`src/rtl/grid_block_sum_normalizer_core_assert.svh`:
```
// Assertion macros shared by the grid block sum normalizer RTL.
`ifndef GRID_BLOCK_SUM_NORMALIZER_CORE_ASSERT_SVH
`define GRID_BLOCK_SUM_NORMALIZER_CORE_ASSERT_SVH

// Check cons in the same cycle as ante.
`define GBSN_ASSERT_NOW(label, ante, cons, msg) \
    label: assert property (@(posedge clk) disable iff (!rst_n) (ante) |-> (cons)) \
        else $error(msg);

// Check cons in the cycle after ante.
`define GBSN_ASSERT_NEXT(label, ante, cons, msg) \
    label: assert property (@(posedge clk) disable iff (!rst_n) (ante) |=> (cons)) \
        else $error(msg);

`endif

```
`src/rtl/gbsn_pkg.sv`:
```
// Shared constants and types for the grid block sum normalizer.
`default_nettype none

package gbsn_pkg;

    localparam int GRID_DEF    = 9;
    localparam int MAX_DIM_DEF = 1024;

    localparam int PIX_W    = 8;
    localparam int CFG_W    = 11;
    localparam int SUM_W    = 22;
    localparam int VAL_W    = 22;
    localparam int ROWCOL_W = 4;

    localparam int SCALE      = 10000;
    localparam int SCALE_W    = 14;
    localparam int DIVIDEND_W = SUM_W + SCALE_W;
    localparam int AREA_W_DEF = 2 * ($clog2(MAX_DIM_DEF) + 1);

    localparam logic [CFG_W-1:0] CFG_RESET = CFG_W'(32);

    // Configuration register indexes
    localparam int CFG_IDX_W = 1;
    localparam logic [CFG_IDX_W-1:0] REG_IMAGE_WIDTH  = 1'd0;
    localparam logic [CFG_IDX_W-1:0] REG_IMAGE_HEIGHT = 1'd1;

    // Common control for every column cell
    typedef struct packed {
        logic             add_en;
        logic             shift_en;
        logic [PIX_W-1:0] pixel;
    } cell_ctl_t;

endpackage

`default_nettype wire

```
`src/rtl/gbsn_pixel_if.sv`:
```
// Pixel input channel: valid/ready handshake with one pixel per transfer.
`default_nettype none

interface gbsn_pixel_if import gbsn_pkg::*; ();
    logic             valid;
    logic             ready;
    logic [PIX_W-1:0] pixel;

    modport source (output valid, output pixel, input ready);
    modport sink   (input valid, input pixel, output ready);
endinterface

`default_nettype wire

```
`src/rtl/gbsn_cell_if.sv`:
```
// Cell result channel: valid/ready handshake with one mesh cell per transfer.
`default_nettype none

interface gbsn_cell_if import gbsn_pkg::*; ();
    logic                valid;
    logic                ready;
    logic [VAL_W-1:0]    cell_value;
    logic [ROWCOL_W-1:0] cell_row;
    logic [ROWCOL_W-1:0] cell_col;
    logic                band_last;

    modport source (output valid, output cell_value, output cell_row, output cell_col,
                    output band_last, input ready);
    modport sink   (input valid, input cell_value, input cell_row, input cell_col,
                    input band_last, output ready);
endinterface

`default_nettype wire

```
`src/rtl/gbsn_cell.sv`:
```
// One column cell: accumulates its pixels and shifts its sum toward the head of the chain.
`default_nettype none

module gbsn_cell import gbsn_pkg::*;
(
    input  wire logic             clk,
    input  wire logic             rst_n,
    input  wire cell_ctl_t        ctl,
    input  wire logic             hit,
    input  wire logic [SUM_W-1:0] nbr_sum,
    output logic      [SUM_W-1:0] sum
);

    logic [SUM_W-1:0] sum_reg;
    logic [SUM_W-1:0] sum_next;

    always_comb
    begin
        sum_next = sum_reg;
        if (ctl.shift_en)
        begin
            sum_next = nbr_sum;
        end
        else if (ctl.add_en && hit)
        begin
            // wrap modulo the sum width
            sum_next = sum_reg + SUM_W'(ctl.pixel);
        end
    end

    always_ff @(posedge clk or negedge rst_n)
    begin
        if (!rst_n)
        begin
            sum_reg <= '0;
        end
        else
        begin
            sum_reg <= sum_next;
        end
    end

    assign sum = sum_reg;

endmodule

`default_nettype wire

```
`src/rtl/gbsn_axis.sv`:
```
// Splits an image dimension into the base cell length and the count of longer cells.
`default_nettype none

module gbsn_axis import gbsn_pkg::*;
#(
    parameter int GRID    = GRID_DEF,
    parameter int MAX_DIM = MAX_DIM_DEF
)
(
    input  wire logic                              clk,
    input  wire logic [$clog2(MAX_DIM):0]          total,
    output logic      [$clog2(MAX_DIM/GRID+1)-1:0] base,
    output logic      [$clog2(GRID+1)-1:0]         rem
);

    localparam int DIM_W  = $clog2(MAX_DIM) + 1;
    localparam int LEN_W  = $clog2(MAX_DIM / GRID + 1);
    localparam int IDX_W  = $clog2(GRID + 1);
    localparam int SH     = DIM_W + 1;
    localparam int PROD_W = DIM_W + SH;
    localparam logic [PROD_W-1:0] RECIP = PROD_W'((64'd1 << SH) / GRID);

    logic [PROD_W-1:0] recip_prod;
    logic [LEN_W-1:0]  q0_reg;
    logic [LEN_W-1:0]  q0_next;
    logic [DIM_W-1:0]  tot_reg;
    logic [DIM_W-1:0]  back_prod;
    logic [DIM_W-1:0]  resid;
    logic              fix;
    logic [LEN_W-1:0]  base_reg;
    logic [LEN_W-1:0]  base_next;
    logic [IDX_W-1:0]  rem_reg;
    logic [IDX_W-1:0]  rem_next;

    // Stage 1: quotient estimate, at most one short of the true value
    always_comb
    begin
        recip_prod = PROD_W'(total) * RECIP;
        q0_next    = LEN_W'(recip_prod[PROD_W-1:SH]);
    end

    // Stage 2: correct the estimate with one compare and subtract
    always_comb
    begin
        back_prod = DIM_W'(q0_reg) * DIM_W'(GRID);
        resid     = tot_reg - back_prod;
        fix       = resid >= DIM_W'(GRID);
        base_next = fix ? q0_reg + LEN_W'(1) : q0_reg;
        rem_next  = fix ? IDX_W'(resid - DIM_W'(GRID)) : IDX_W'(resid);
    end

    always_ff @(posedge clk)
    begin
        q0_reg   <= q0_next;
        tot_reg  <= total;
        base_reg <= base_next;
        rem_reg  <= rem_next;
    end

    assign base = base_reg;
    assign rem  = rem_reg;

endmodule

`default_nettype wire

```
`src/rtl/gbsn_div.sv`:
```
// Radix-2 restoring divider, one quotient bit per cycle.
`default_nettype none

module gbsn_div import gbsn_pkg::*;
#(
    parameter int DVD_W = DIVIDEND_W,
    parameter int DVS_W = AREA_W_DEF
)
(
    input  wire logic             clk,
    input  wire logic             rst_n,
    input  wire logic             start,
    input  wire logic [DVD_W-1:0] dividend,
    input  wire logic [DVS_W-1:0] divisor,
    output logic                  done,
    output logic      [DVD_W-1:0] quotient
);

    localparam int CNT_W = $clog2(DVD_W + 1);

    logic [CNT_W-1:0] cnt_reg;
    logic [CNT_W-1:0] cnt_next;
    logic [DVD_W-1:0] dq_reg;
    logic [DVD_W-1:0] dq_next;
    logic [DVS_W-1:0] rem_reg;
    logic [DVS_W-1:0] rem_next;
    logic [DVS_W-1:0] dvs_reg;
    logic [DVS_W-1:0] dvs_next;
    logic [DVS_W:0]   rem_sh;
    logic             ge;

    always_comb
    begin
        rem_sh   = {rem_reg, dq_reg[DVD_W-1]};
        ge       = rem_sh >= {1'b0, dvs_reg};
        cnt_next = cnt_reg;
        dq_next  = dq_reg;
        rem_next = rem_reg;
        dvs_next = dvs_reg;
        if (start)
        begin
            cnt_next = CNT_W'(DVD_W);
            dq_next  = dividend;
            rem_next = '0;
            dvs_next = divisor;
        end
        else if (cnt_reg != '0)
        begin
            // shift the dividend out the top, the quotient bit in at the bottom
            cnt_next = cnt_reg - CNT_W'(1);
            dq_next  = {dq_reg[DVD_W-2:0], ge};
            rem_next = ge ? DVS_W'(rem_sh - {1'b0, dvs_reg}) : rem_sh[DVS_W-1:0];
        end
    end

    always_ff @(posedge clk or negedge rst_n)
    begin
        if (!rst_n)
        begin
            cnt_reg <= '0;
        end
        else
        begin
            cnt_reg <= cnt_next;
        end
    end

    always_ff @(posedge clk)
    begin
        dq_reg  <= dq_next;
        rem_reg <= rem_next;
        dvs_reg <= dvs_next;
    end

    assign done     = cnt_reg == CNT_W'(1);
    assign quotient = dq_reg;

endmodule

`default_nettype wire

```
`src/rtl/grid_block_sum_normalizer_core.sv`:
```
// Grid block sum normalizer. Pixels arrive in raster order, one per transfer, and are taken
// at one per cycle while a band of rows accumulates into a chain of GRID column cells. The
// transfer that carries a band's last pixel starts an unload: the chain shifts one cell sum
// per step into a shared radix-2 divider that forms sum*10000/(width*height). Each cell goes
// through a shift step, the divide and a put step, held longer if the result side stalls; no
// pixel is taken during that unload. The last result of a band sits in the output register
// while pixels of the next band flow in. After reset and after every configuration write the
// pixel input holds off while the cell length split of width and height is recomputed.
`default_nettype none

`include "grid_block_sum_normalizer_core_assert.svh"

module grid_block_sum_normalizer_core import gbsn_pkg::*;
#(
    parameter int GRID    = GRID_DEF,
    parameter int MAX_DIM = MAX_DIM_DEF
)
(
    input  wire logic                 clk,
    input  wire logic                 rst_n,
    input  wire logic                 cfg_write_en,
    input  wire logic [CFG_IDX_W-1:0] cfg_index,
    input  wire logic [CFG_W-1:0]     cfg_data,
    gbsn_pixel_if.sink                pix,
    gbsn_cell_if.source               cells
);

    localparam int IDX_W  = $clog2(GRID + 1);
    localparam int PCOL_W = $clog2(MAX_DIM);
    localparam int DIM_W  = PCOL_W + 1;
    localparam int LEN_W  = $clog2(MAX_DIM / GRID + 1);
    localparam int AREA_W = 2 * DIM_W;

    localparam logic [1:0] ST_ACC = 2'd0;
    localparam logic [1:0] ST_MUL = 2'd1;
    localparam logic [1:0] ST_DIV = 2'd2;
    localparam logic [1:0] ST_PUT = 2'd3;

    localparam logic [1:0] SETTLE = 2'd2;
    localparam logic [DIVIDEND_W-1:0] SCALE_V = DIVIDEND_W'(SCALE);

    // Configuration
    logic [CFG_W-1:0] width_reg;
    logic [CFG_W-1:0] height_reg;
    logic [1:0]       settle_reg;
    logic [DIM_W-1:0] eff_w;
    logic [DIM_W-1:0] eff_h;

    // Raster position
    logic [1:0]        state_reg;
    logic [1:0]        state_next;
    logic [PCOL_W-1:0] pixel_col_reg;
    logic [PCOL_W-1:0] pixel_col_next;
    logic [IDX_W-1:0]  col_idx_reg;
    logic [IDX_W-1:0]  col_idx_next;
    logic [LEN_W-1:0]  col_in_cell_reg;
    logic [LEN_W-1:0]  col_in_cell_next;
    logic [IDX_W-1:0]  band_idx_reg;
    logic [IDX_W-1:0]  band_idx_next;
    logic [LEN_W-1:0]  row_in_band_reg;
    logic [LEN_W-1:0]  row_in_band_next;
    logic [IDX_W-1:0]  drain_cnt_reg;
    logic [IDX_W-1:0]  drain_cnt_next;
    logic [IDX_W-1:0]  drain_band_reg;
    logic [IDX_W-1:0]  drain_band_next;

    logic [LEN_W-1:0] base_w;
    logic [IDX_W-1:0] rem_w;
    logic [LEN_W-1:0] base_h;
    logic [IDX_W-1:0] rem_h;

    logic             in_xfer;
    logic             col_hit;
    logic [LEN_W:0]   len_w;
    logic [LEN_W:0]   cin_inc;
    logic             cell_done;
    logic [DIM_W-1:0] pcol_inc;
    logic             row_end;
    logic [LEN_W:0]   len_h;
    logic [LEN_W:0]   rib_inc;
    logic             band_end;

    // Cell chain and divider
    cell_ctl_t              ctl;
    logic [SUM_W-1:0]       cell_sum [GRID];
    logic                   sums_zero;
    logic                   div_done;
    logic [DIVIDEND_W-1:0]  div_quot;
    logic [DIVIDEND_W-1:0]  dividend;
    logic [AREA_W-1:0]      area;
    logic                   put_ok;
    logic                   drain_last;

    // Output register
    logic                out_valid_reg;
    logic [VAL_W-1:0]    out_value_reg;
    logic [ROWCOL_W-1:0] out_row_reg;
    logic [ROWCOL_W-1:0] out_col_reg;
    logic                out_last_reg;

    // Effective sizes: width clamped to [1, MAX_DIM], height to [GRID, MAX_DIM]
    always_comb
    begin
        if (width_reg == '0)
        begin
            eff_w = DIM_W'(1);
        end
        else if (int'(width_reg) > MAX_DIM)
        begin
            eff_w = DIM_W'(MAX_DIM);
        end
        else
        begin
            eff_w = DIM_W'(width_reg);
        end

        if (int'(height_reg) < GRID)
        begin
            eff_h = DIM_W'(GRID);
        end
        else if (int'(height_reg) > MAX_DIM)
        begin
            eff_h = DIM_W'(MAX_DIM);
        end
        else
        begin
            eff_h = DIM_W'(height_reg);
        end
    end

    always_ff @(posedge clk or negedge rst_n)
    begin
        if (!rst_n)
        begin
            width_reg  <= CFG_RESET;
            height_reg <= CFG_RESET;
            settle_reg <= SETTLE;
        end
        else if (cfg_write_en)
        begin
            case (cfg_index)
                REG_IMAGE_WIDTH:  width_reg  <= cfg_data;
                REG_IMAGE_HEIGHT: height_reg <= cfg_data;
                default:          ;
            endcase
            settle_reg <= SETTLE;
        end
        else if (settle_reg != 2'd0)
        begin
            settle_reg <= settle_reg - 2'd1;
        end
    end

    gbsn_axis #(.GRID(GRID), .MAX_DIM(MAX_DIM)) u_axis_w
    (
        .clk   (clk),
        .total (eff_w),
        .base  (base_w),
        .rem   (rem_w)
    );

    gbsn_axis #(.GRID(GRID), .MAX_DIM(MAX_DIM)) u_axis_h
    (
        .clk   (clk),
        .total (eff_h),
        .base  (base_h),
        .rem   (rem_h)
    );

    assign pix.ready = (state_reg == ST_ACC) && (settle_reg == 2'd0);
    assign in_xfer   = pix.valid && pix.ready;

    // Position arithmetic for the pixel in flight
    always_comb
    begin
        col_hit   = col_idx_reg < IDX_W'(GRID);
        len_w     = (LEN_W+1)'(base_w) + (LEN_W+1)'(col_idx_reg < rem_w);
        cin_inc   = (LEN_W+1)'(col_in_cell_reg) + (LEN_W+1)'(1);
        cell_done = cin_inc >= len_w;
        pcol_inc  = DIM_W'(pixel_col_reg) + DIM_W'(1);
        row_end   = pcol_inc >= eff_w;
        len_h     = (LEN_W+1)'(base_h) + (LEN_W+1)'(band_idx_reg < rem_h);
        rib_inc   = (LEN_W+1)'(row_in_band_reg) + (LEN_W+1)'(1);
        band_end  = row_end && (rib_inc >= len_h);
    end

    assign put_ok     = !out_valid_reg || cells.ready;
    assign drain_last = drain_cnt_reg == IDX_W'(GRID - 1);

    always_comb
    begin
        state_next       = state_reg;
        pixel_col_next   = pixel_col_reg;
        col_idx_next     = col_idx_reg;
        col_in_cell_next = col_in_cell_reg;
        band_idx_next    = band_idx_reg;
        row_in_band_next = row_in_band_reg;
        drain_cnt_next   = drain_cnt_reg;
        drain_band_next  = drain_band_reg;

        case (state_reg)
            ST_ACC:
            begin
                if (in_xfer)
                begin
                    if (col_hit)
                    begin
                        if (cell_done)
                        begin
                            col_idx_next     = col_idx_reg + IDX_W'(1);
                            col_in_cell_next = '0;
                        end
                        else
                        begin
                            col_in_cell_next = cin_inc[LEN_W-1:0];
                        end
                    end

                    if (row_end)
                    begin
                        pixel_col_next   = '0;
                        col_idx_next     = '0;
                        col_in_cell_next = '0;
                        if (band_end)
                        begin
                            row_in_band_next = '0;
                            band_idx_next    = (band_idx_reg == IDX_W'(GRID - 1)) ?
                                               '0 : band_idx_reg + IDX_W'(1);
                            drain_cnt_next   = '0;
                            drain_band_next  = band_idx_reg;
                            state_next       = ST_MUL;
                        end
                        else
                        begin
                            row_in_band_next = rib_inc[LEN_W-1:0];
                        end
                    end
                    else
                    begin
                        pixel_col_next = pcol_inc[PCOL_W-1:0];
                    end
                end
            end
            ST_MUL:
            begin
                state_next = ST_DIV;
            end
            ST_DIV:
            begin
                if (div_done)
                begin
                    state_next = ST_PUT;
                end
            end
            ST_PUT:
            begin
                if (put_ok)
                begin
                    if (drain_last)
                    begin
                        state_next = ST_ACC;
                    end
                    else
                    begin
                        drain_cnt_next = drain_cnt_reg + IDX_W'(1);
                        state_next     = ST_MUL;
                    end
                end
            end
            default:
            begin
                state_next = ST_ACC;
            end
        endcase
    end

    always_ff @(posedge clk or negedge rst_n)
    begin
        if (!rst_n)
        begin
            state_reg       <= ST_ACC;
            pixel_col_reg   <= '0;
            col_idx_reg     <= '0;
            col_in_cell_reg <= '0;
            band_idx_reg    <= '0;
            row_in_band_reg <= '0;
            drain_cnt_reg   <= '0;
            drain_band_reg  <= '0;
        end
        else
        begin
            state_reg       <= state_next;
            pixel_col_reg   <= pixel_col_next;
            col_idx_reg     <= col_idx_next;
            col_in_cell_reg <= col_in_cell_next;
            band_idx_reg    <= band_idx_next;
            row_in_band_reg <= row_in_band_next;
            drain_cnt_reg   <= drain_cnt_next;
            drain_band_reg  <= drain_band_next;
        end
    end

    // Column cell chain: the head feeds the divider, the tail takes in zero
    assign ctl.add_en   = in_xfer;
    assign ctl.shift_en = state_reg == ST_MUL;
    assign ctl.pixel    = pix.pixel;

    for (genvar i = 0; i < GRID; i++)
    begin : g_cell
        logic [SUM_W-1:0] nbr;

        if (i == GRID - 1)
        begin : g_tail
            assign nbr = '0;
        end
        else
        begin : g_link
            assign nbr = cell_sum[i+1];
        end

        gbsn_cell u_cell
        (
            .clk     (clk),
            .rst_n   (rst_n),
            .ctl     (ctl),
            .hit     (col_idx_reg == IDX_W'(i)),
            .nbr_sum (nbr),
            .sum     (cell_sum[i])
        );
    end

    always_comb
    begin
        sums_zero = 1'b1;
        for (int k = 0; k < GRID; k++)
        begin
            if (cell_sum[k] != '0)
            begin
                sums_zero = 1'b0;
            end
        end
    end

    assign dividend = DIVIDEND_W'(cell_sum[0]) * SCALE_V;
    assign area     = AREA_W'(eff_w) * AREA_W'(eff_h);

    gbsn_div #(.DVD_W(DIVIDEND_W), .DVS_W(AREA_W)) u_div
    (
        .clk      (clk),
        .rst_n    (rst_n),
        .start    (state_reg == ST_MUL),
        .dividend (dividend),
        .divisor  (area),
        .done     (div_done),
        .quotient (div_quot)
    );

    // Output register: load when empty or when the held result transfers
    always_ff @(posedge clk or negedge rst_n)
    begin
        if (!rst_n)
        begin
            out_valid_reg <= 1'b0;
        end
        else if ((state_reg == ST_PUT) && put_ok)
        begin
            out_valid_reg <= 1'b1;
        end
        else if (cells.ready)
        begin
            out_valid_reg <= 1'b0;
        end
    end

    always_ff @(posedge clk)
    begin
        if ((state_reg == ST_PUT) && put_ok)
        begin
            out_value_reg <= div_quot[VAL_W-1:0];
            out_row_reg   <= ROWCOL_W'(drain_band_reg);
            out_col_reg   <= ROWCOL_W'(drain_cnt_reg);
            out_last_reg  <= drain_last;
        end
    end

    assign cells.valid      = out_valid_reg;
    assign cells.cell_value = out_value_reg;
    assign cells.cell_row   = out_row_reg;
    assign cells.cell_col   = out_col_reg;
    assign cells.band_last  = out_last_reg;

    `GBSN_ASSERT_NEXT(a_band_start, in_xfer && band_end,
        (state_reg == ST_MUL) && (drain_cnt_reg == '0), "band end did not start unload")
    `GBSN_ASSERT_NOW(a_div_done_state, div_done, state_reg == ST_DIV,
        "divider finished outside the divide state")
    `GBSN_ASSERT_NOW(a_drain_range, state_reg != ST_ACC, drain_cnt_reg < IDX_W'(GRID),
        "unload counter past the last cell")
    `GBSN_ASSERT_NEXT(a_chain_clear, (state_reg == ST_PUT) && put_ok && drain_last,
        sums_zero, "column sums not cleared after unload")
    `GBSN_ASSERT_NOW(a_last_flag, out_valid_reg,
        out_last_reg == (out_col_reg == ROWCOL_W'(GRID - 1)), "band_last on wrong cell")

endmodule

`default_nettype wire

```
`src/flat_wrapper.sv`:
```
// flat-port wrapper written by rule: the top's interface ports become plain ports
module grid_block_sum_normalizer_core_flat import gbsn_pkg::*;
#(
    parameter int GRID    = GRID_DEF,
    parameter int MAX_DIM = MAX_DIM_DEF
)
  (clk, rst_n, cfg_write_en, cfg_index, cfg_data, pix_valid, pix_pixel, pix_ready, cells_valid, cells_cell_value, cells_cell_row, cells_cell_col, cells_band_last, cells_ready);
  gbsn_pixel_if pix_i ();
  gbsn_cell_if cells_i ();
  input  wire logic clk;
  input  wire logic rst_n;
  input  wire logic cfg_write_en;
  input  wire logic [CFG_IDX_W-1:0] cfg_index;
  input  wire logic [CFG_W-1:0] cfg_data;
  input wire logic [$bits(pix_i.valid)-1:0] pix_valid;
  input wire logic [$bits(pix_i.pixel)-1:0] pix_pixel;
  output wire logic [$bits(pix_i.ready)-1:0] pix_ready;
  output wire logic [$bits(cells_i.valid)-1:0] cells_valid;
  output wire logic [$bits(cells_i.cell_value)-1:0] cells_cell_value;
  output wire logic [$bits(cells_i.cell_row)-1:0] cells_cell_row;
  output wire logic [$bits(cells_i.cell_col)-1:0] cells_cell_col;
  output wire logic [$bits(cells_i.band_last)-1:0] cells_band_last;
  input wire logic [$bits(cells_i.ready)-1:0] cells_ready;
  assign pix_i.valid = pix_valid;
  assign pix_i.pixel = pix_pixel;
  assign pix_ready = pix_i.ready;
  assign cells_valid = cells_i.valid;
  assign cells_cell_value = cells_i.cell_value;
  assign cells_cell_row = cells_i.cell_row;
  assign cells_cell_col = cells_i.cell_col;
  assign cells_band_last = cells_i.band_last;
  assign cells_i.ready = cells_ready;
  grid_block_sum_normalizer_core #(.GRID(GRID), .MAX_DIM(MAX_DIM)) u_core (.clk(clk), .rst_n(rst_n), .cfg_write_en(cfg_write_en), .cfg_index(cfg_index), .cfg_data(cfg_data), .pix(pix_i), .cells(cells_i));
endmodule
```
`config.mk`:
```
export PLATFORM = sky130hd
export DESIGN_NAME = grid_block_sum_normalizer_core_flat
export DESIGN_NICKNAME = d
export VERILOG_FILES = /design/src/rtl/gbsn_pkg.sv /design/src/rtl/gbsn_pixel_if.sv /design/src/rtl/gbsn_cell_if.sv /design/src/rtl/gbsn_cell.sv /design/src/rtl/gbsn_axis.sv /design/src/rtl/gbsn_div.sv /design/src/rtl/grid_block_sum_normalizer_core.sv /design/src/flat_wrapper.sv
export VERILOG_INCLUDE_DIRS = /design/src /design/src/rtl
export SDC_FILE = /design/constraint.sdc
export NUM_CORES = 2
export LEC_CHECK = 0
export BUFFER_PORTS_ARGS = -buffer_cell sky130_fd_sc_hd__buf_4
export CAP_MARGIN = 20
export CORE_ASPECT_RATIO = 1.5
export CORE_MARGIN = 2
export CORE_UTILIZATION = 55
export CTS_CLUSTER_SIZE = 25
export DETAILED_ROUTE_END_ITERATION = 7
export GPL_TIMING_DRIVEN = 0
export PLACE_DENSITY = 0.76
export SLEW_MARGIN = 15
export SYNTH_ARGS = -nofsm -noshare
export SYNTH_HDL_FRONTEND = slang
export SYNTH_SLANG_ARGS = --single-unit
```
`constraint.sdc`:
```
create_clock -name clk -period 19.45 [get_ports clk]
set_input_delay 1.945 -clock clk [delete_from_list [all_inputs] [get_ports clk]]
set_output_delay 1.945 -clock clk [all_outputs]
set_load 0.05 [all_outputs]
```
Word-level counts from Yosys, hierarchy flattened
Index checks and enable logic that the tools add are counted.
{"block": "word_totals", "regBits": 440, "latch_bits": 0, "mem_bits_rw": 0, "romBits": 0, "input_bits": 25, "out_inout_bits": 33, "word_cells": 205, "n_memories": 0}
{"block": "op_classes", "n_addsub": 26, "multipliers": 6, "div": 0, "order_cmp": 12, "n_eq_ne": 20, "shifts": 0, "muxes": 57, "bitwise_logic": 1, "n_reduce_logical": 45}
{"cell": "$mux 22", "n": 19}
{"cell": "$add 22x8->22", "n": 9}
{"cell": "$mux 36", "n": 2}
{"cell": "$mux 11", "n": 4}
{"cell": "$mux 4", "n": 11}
{"cell": "$mux 7", "n": 6}
{"cell": "$mul 11x9->19 const B", "n": 2}
{"cell": "$mul 22x10->32 const B", "n": 1}
{"cell": "$reduce_bool 2->1", "n": 16}
{"cell": "$ge 23x22->1", "n": 1}
{"cell": "$ge 11x4->1 const B", "n": 2}
{"cell": "$gt 11x11->1 const B", "n": 2}
{"cell": "$mul 11x11->22", "n": 1}
{"cell": "$mul 7x4->11 const B", "n": 2}
{"cell": "$sub 11x11->11", "n": 2}
{"cell": "$sub 22x22->22", "n": 1}
{"cell": "$add 7x1->8", "n": 2}
{"cell": "$add 7x1->8 const B", "n": 2}
{"cell": "$eq 4x3->1 const B", "n": 4}
{"cell": "$ge 8x8->1", "n": 2}
{"cell": "$add 7x1->7 const B", "n": 2}
{"cell": "$mux 2", "n": 7}
{"cell": "$logic_and 1x1->1", "n": 13}
{"cell": "$add 4x1->4 const B", "n": 3}
{"cell": "other kinds (33)", "n": 51}

Longest topological paths before layout
{"block": "depth", "ltp_word": 9, "depth_mapped": 27, "depth_no_buf": 26}

Modules after synthesis
From an unflattened synthesis, not the netlist that was laid out.
{"block": "unflattened", "hier_cells": 4285, "area_unflattened_um2": 39424.1}
{"mod": "grid_block_sum_normalizer_core", "n_inst": 1, "cells_per_inst": 1450, "area_per_inst_um2": 13173.9, "seq_area_each_um2": 2611.3}
{"mod": "gbsn_cell (u_core.g_cell[2].u_cell ...)", "n_inst": 7, "cells_per_inst": 206, "area_per_inst_um2": 1746.7, "seq_area_each_um2": 550.5}
{"mod": "gbsn_div", "n_inst": 1, "cells_per_inst": 432, "area_per_inst_um2": 4848.4, "seq_area_each_um2": 2332.2}
{"mod": "gbsn_cell (u_core.g_cell[0].u_cell ...)", "n_inst": 2, "cells_per_inst": 178, "area_per_inst_um2": 1581.5, "seq_area_each_um2": 550.5}
{"mod": "gbsn_axis (u_core.u_axis_w)", "n_inst": 1, "cells_per_inst": 304, "area_per_inst_um2": 3036.7, "seq_area_each_um2": 580.6}
{"mod": "gbsn_axis (u_core.u_axis_h)", "n_inst": 1, "cells_per_inst": 301, "area_per_inst_um2": 2975.4, "seq_area_each_um2": 580.6}

Worst setup path before layout
Ideal clock, no wire load.
{"block": "synth_path", "path_kind": "reg2reg", "startpoint": "reg u_core.height_reg[7]", "endpoint": "reg u_core.u_div.dvs_reg[20], data pin", "setup_time_ps": 259, "t_arrival_ps": 6204, "required_time_ps": 19191, "slack_ps": 12987, "stages_incl_launch_ff": 24, "path_buffers": 0, "synth_period_minus_slack_ps": 6463, "cell_sequence": "dfrtp_1 or4_1 nor3_1 nor2_1 nor2_1 nand2_1 fa_1 fa_1 fa_1 inv_1 fa_1 inv_1 fa_1 inv_1 ha_1 or2_2 o31ai_1 a31oi_1 a41oi_1 a2111oi_0 o21a_1 o21a_1 o211ai_1 xnor2_1"}
{"block": "synth_via", "elab_chain_cells": 4, "elab_cells_between_ends": 5, "cone_classes": "1 x mul; 2 x order compare; 2 x mux"}
{"element": "start, declared", "line": "grid_block_sum_normalizer_core.sv:44", "rtl": "logic [CFG_W-1:0] height_reg;"}
{"element": "start signal, assigned", "line": "grid_block_sum_normalizer_core.sv:143", "rtl": "REG_IMAGE_HEIGHT: height_reg <= cfg_data;"}
{"element": "$gt 11x11->1", "line": "grid_block_sum_normalizer_core.sv:121", "rtl": "else if (int'(height_reg) > MAX_DIM)"}
{"element": "$mux 11", "line": "grid_block_sum_normalizer_core.sv:121"}
{"element": "$mux 11 (*)", "line": "grid_block_sum_normalizer_core.sv:117", "rtl": "if (int'(height_reg) < GRID)"}
{"element": "via u_core.eff_h[3]", "line": "grid_block_sum_normalizer_core.sv:47", "rtl": "logic [DIM_W-1:0] eff_h;"}
{"element": "$mul 11x11->22 (*)", "line": "grid_block_sum_normalizer_core.sv:345", "rtl": "assign area = AREA_W'(eff_w) * AREA_W'(eff_h);"}
{"element": "via u_core.area[20]", "line": "grid_block_sum_normalizer_core.sv:90", "rtl": "logic [AREA_W-1:0] area;"}
{"element": "end signal, assigned", "line": "gbsn_div.sv:72", "rtl": "dvs_reg <= dvs_next;"}
{"element": "end, declared", "line": "gbsn_div.sv:27", "rtl": "logic [DVS_W-1:0] dvs_reg;"}
Mark *: on every way through the listed nets, which the timed path passes. The rest lies on a longest branch.
A chain may end at the register's enable or synchronous reset.

Worst setup path after layout
Ends and elaborated chain as after synthesis.

==> results.sh <==
export IMPL_status="finished, final reports clean"
export IMPL_slowest_delay_ns=0.88
export IMPL_die_w_um=213
export IMPL_crit_path_cell_trace="or4_1, nor3_1, nor2_1, nor2_1, inv_1, nor2_1, fa_1, ha_1, fa_1, inv_1, fa_1, fa_1, inv_1, ha_1, a21o_1, nand2_1, a31oi_1, a41oi_1, a2111oi_0, o21a_1, o21a_1, o211ai_1, xnor2_1"
export IMPL_drtPass1Iterations=6
export IMPL_diodes=0
export IMPL_rsz0062_at_grt="no"
export IMPL_start_util=0.552
export IMPL_fp_row_count=115
export IMPL_syn_avg_cell_area_um2=8.99
export IMPL_grt_overflow_total=0
export IMPL_cts_tree="built"
export IMPL_cts_resized=0
export IMPL_start_kind="flop"
export IMPL_ys_ff_latch=440
export IMPL_dpl_worst_slack_ns=11.86
export IMPL_cp_arrival_ns=8.00
export IMPL_areaGrowthSynthToFinish_pct=8.79
export IMPL_crit_top_cell="fa_1"
export IMPL_fin_crit_sh=0.392
export IMPL_synth_top_area_frac=0.186
export IMPL_cts_sink_count=440
export IMPL_clockBufferDepth=3
export IMPL_ys_flop_type="dfrtp_1"
export IMPL_fin_tns_setup_ns=0
export IMPL_grt_usage=0.272
export IMPL_cts_made_buffers=45
export IMPL_finalHoldViolations=0
export IMPL_maxCapViolations=0
export IMPL_critical_path_class="reg2reg"
export IMPL_grt_max_degree=97
export IMPL_cts_root_buf="clkbuf_16"
export IMPL_finalNetCount=4780
export IMPL_finalClockSkew_ns=0.0381
export IMPL_cp_slowest_cell="nor2_1"
export IMPL_syn_nets=4672
export IMPL_grtUsageMet3=0.0357
export IMPL_drive_gt1_frac=0.0486
export IMPL_wl_um=90200
export IMPL_gr_usage_met1=0.294
export IMPL_hold_buffers=0
export IMPL_netlist_area_mm2=0.0361
export IMPL_fp_dieH_um=318
export IMPL_path_max_fanout=12
export IMPL_io_buffers=57
export IMPL_finalWorstSetupSlack_ns=11.82
export IMPL_largest_register_ffs=198
export IMPL_dieArea_mm2=0.0677
export IMPL_hold_path_class="reg2reg"
export IMPL_initialDrtViolationCount=1773
export IMPL_drtAntennaViolNets=0
export IMPL_seq_area_frac_synth=0.305
export IMPL_synthArstFlopShare=0.616
export IMPL_power_density_mw_per_mm2=159
export IMPL_worstPathRequired_ns=19.82
export IMPL_setup_viol=0
export IMPL_core_area_mm2=0.0653
export IMPL_synth_edff_count=85
export IMPL_grt_busiest_layer="met2"
export IMPL_worst_slew_pin_transition_ns=1.17
export IMPL_p_leak_nw=18.4
export IMPL_cts_setup_buffers=0
export IMPL_finalMaxSlewViolations=0
export IMPL_ios=58
export IMPL_ys_types=91
export IMPL_grt_pass1_vias=29700
export IMPL_yosys_top_cells_area="dfrtp_1 (19%), ha_1 (15%), fa_1 (11%)"
export IMPL_ir_worst_vdd_mv=0.144
export IMPL_synth_area_leader_cell="dfrtp_1"
export IMPL_gr_usage_met2=0.491
export IMPL_mostFrequentLayoutCells="inv_1 (575), nand2_1 (457), ha_1 (436)"
export IMPL_yosys_warnings=0
export IMPL_syn_inst=4015
export IMPL_drc=0
export IMPL_layout_commonest_cell="inv_1"
export IMPL_cp_end_kind="flop"
export IMPL_gp_congestion=0.910
export IMPL_clk_insertion_delay_late_ns=0.62
export IMPL_wl_per_cell_um=17.9
export IMPL_h_tree_depth=2
export IMPL_antenna_found_initial=0
export IMPL_hpwl_um=69300
export IMPL_fmax_mhz=131
export IMPL_slew_headroom=0.219
export IMPL_viasPerCell=5.70
export IMPL_vias=28700
export IMPL_grt_pass1_wl_um=147000
export IMPL_min_period_ns=7.63
export IMPL_cts_clk_slew_worst_paths_ns=0.07
==> logic make-up after synthesis <==
| family | share of synthesized area |
|---|---|
| AO/OA/AOI/OAI | 0.133 |
| XOR/XNOR | 0.0680 |
| adder cells (fa/ha/maj) | 0.260 |
| buffers and inverters | 0.0740 |
| flip-flops | 0.305 |
| multiplexers | 0.0190 |
| AND/OR/NAND/NOR | 0.140 |
==> critical path, delay by kind of cell (launching register included) <==
| family | cells | cell delay (ns) |
|---|---|---|
| adder cells (fa/ha/maj) | 6 | 2.58 |
| AND/OR/NAND/NOR | 6 | 2.09 |
| AO/OA/AOI/OAI | 7 | 1.70 |
| buffers and inverters | 3 | 0.50 |
| flip-flops | 1 | 0.39 |
| XOR/XNOR | 1 | 0.13 |
==> power breakdown <==
group / switching (W) / internal [W] / leakage [nW]
Sequential: 0.000219 / 0.00123 / 5.24
Combinational: 0.00230 / 0.00157 / 12.4
Clock: 0.000398 / 0.000524 / 0.751
==> final cells by class <==
type,instances,area [µm²]
buffer,119,487
clock buffer,58,1250
clock inverter,25,294
fill,5643,26100
inverter,582,2180
multi-input combinational,2874,22400
sequential,440,11000
tap,877,1100
timing repair buffer,61,526
==> path summary, 6_finish.rpt <==
path / startpoint / end / slack (ns) / cells past startpoint
worst max-delay path: u_core.height_reg[7]$_DFFE_PN0P_ / u_core.u_div.dvs_reg[20]$_DFFE_PP_ / 11.82 / 23
max in group asynchronous: rst_n / u_core.settle_reg[1]$_DFFE_PN1P_ / 17.10 / 2
worst min register to register: u_core.drain_band_reg[0]$_DFFE_PN0P_ / u_core.cells.cell_row[0]$_DFFE_PP_ / 0.45 / 0
worst max register to register: u_core.height_reg[7]$_DFFE_PN0P_ / u_core.u_div.dvs_reg[20]$_DFFE_PP_ / 11.82 / 23
min in group asynchronous: rst_n / u_core.g_cell[0].u_cell.sum[2]$_DFFE_PN0P_ / 1.32 / 1
worst min-delay path: u_core.drain_band_reg[0]$_DFFE_PN0P_ / u_core.cells.cell_row[0]$_DFFE_PP_ / 0.45 / 0
==> synth_stat cells, drive strengths merged, types with 29 or more instances <==
master  number
o21ai      314
ha         436
nor3        78
a21o        35
fa         196
inv        575
nor2b       40
mux2i       36
dfrtp      268
and3        59
nor2       248
clkbuf     111
xnor2      211
edfxtp      85
xor2        69
a21oi      190
nand4       37
a211oi      46
nand2      458
nand3       85
dfxtp       84
mux2        29
==> per-layer routing <==
metal,vias up,share of wire
met1,13900,0.37
met4,0,0.073
met3,316,0.045
li1,13700,-
met2,770,0.52
met5,-,0
==> per-stage QoR <==
stage          instances  area, µm²  utilization  hold slack [ns]  total power, W
3_3_place_gp        4949      37600        0.576            0.429         0.00520
3_5_place_dp        4952      37700        0.577            0.430         0.00532
6_report            5036      39300        0.601            0.445         0.00625
4_1_cts             5035      39200        0.601            0.447         0.00628
5_1_grt             5036      39300        0.601            0.455         0.00689
2_1_floorplan       4015      36100            -            0.419         0.00437
(Power assumes the default switching activity.)
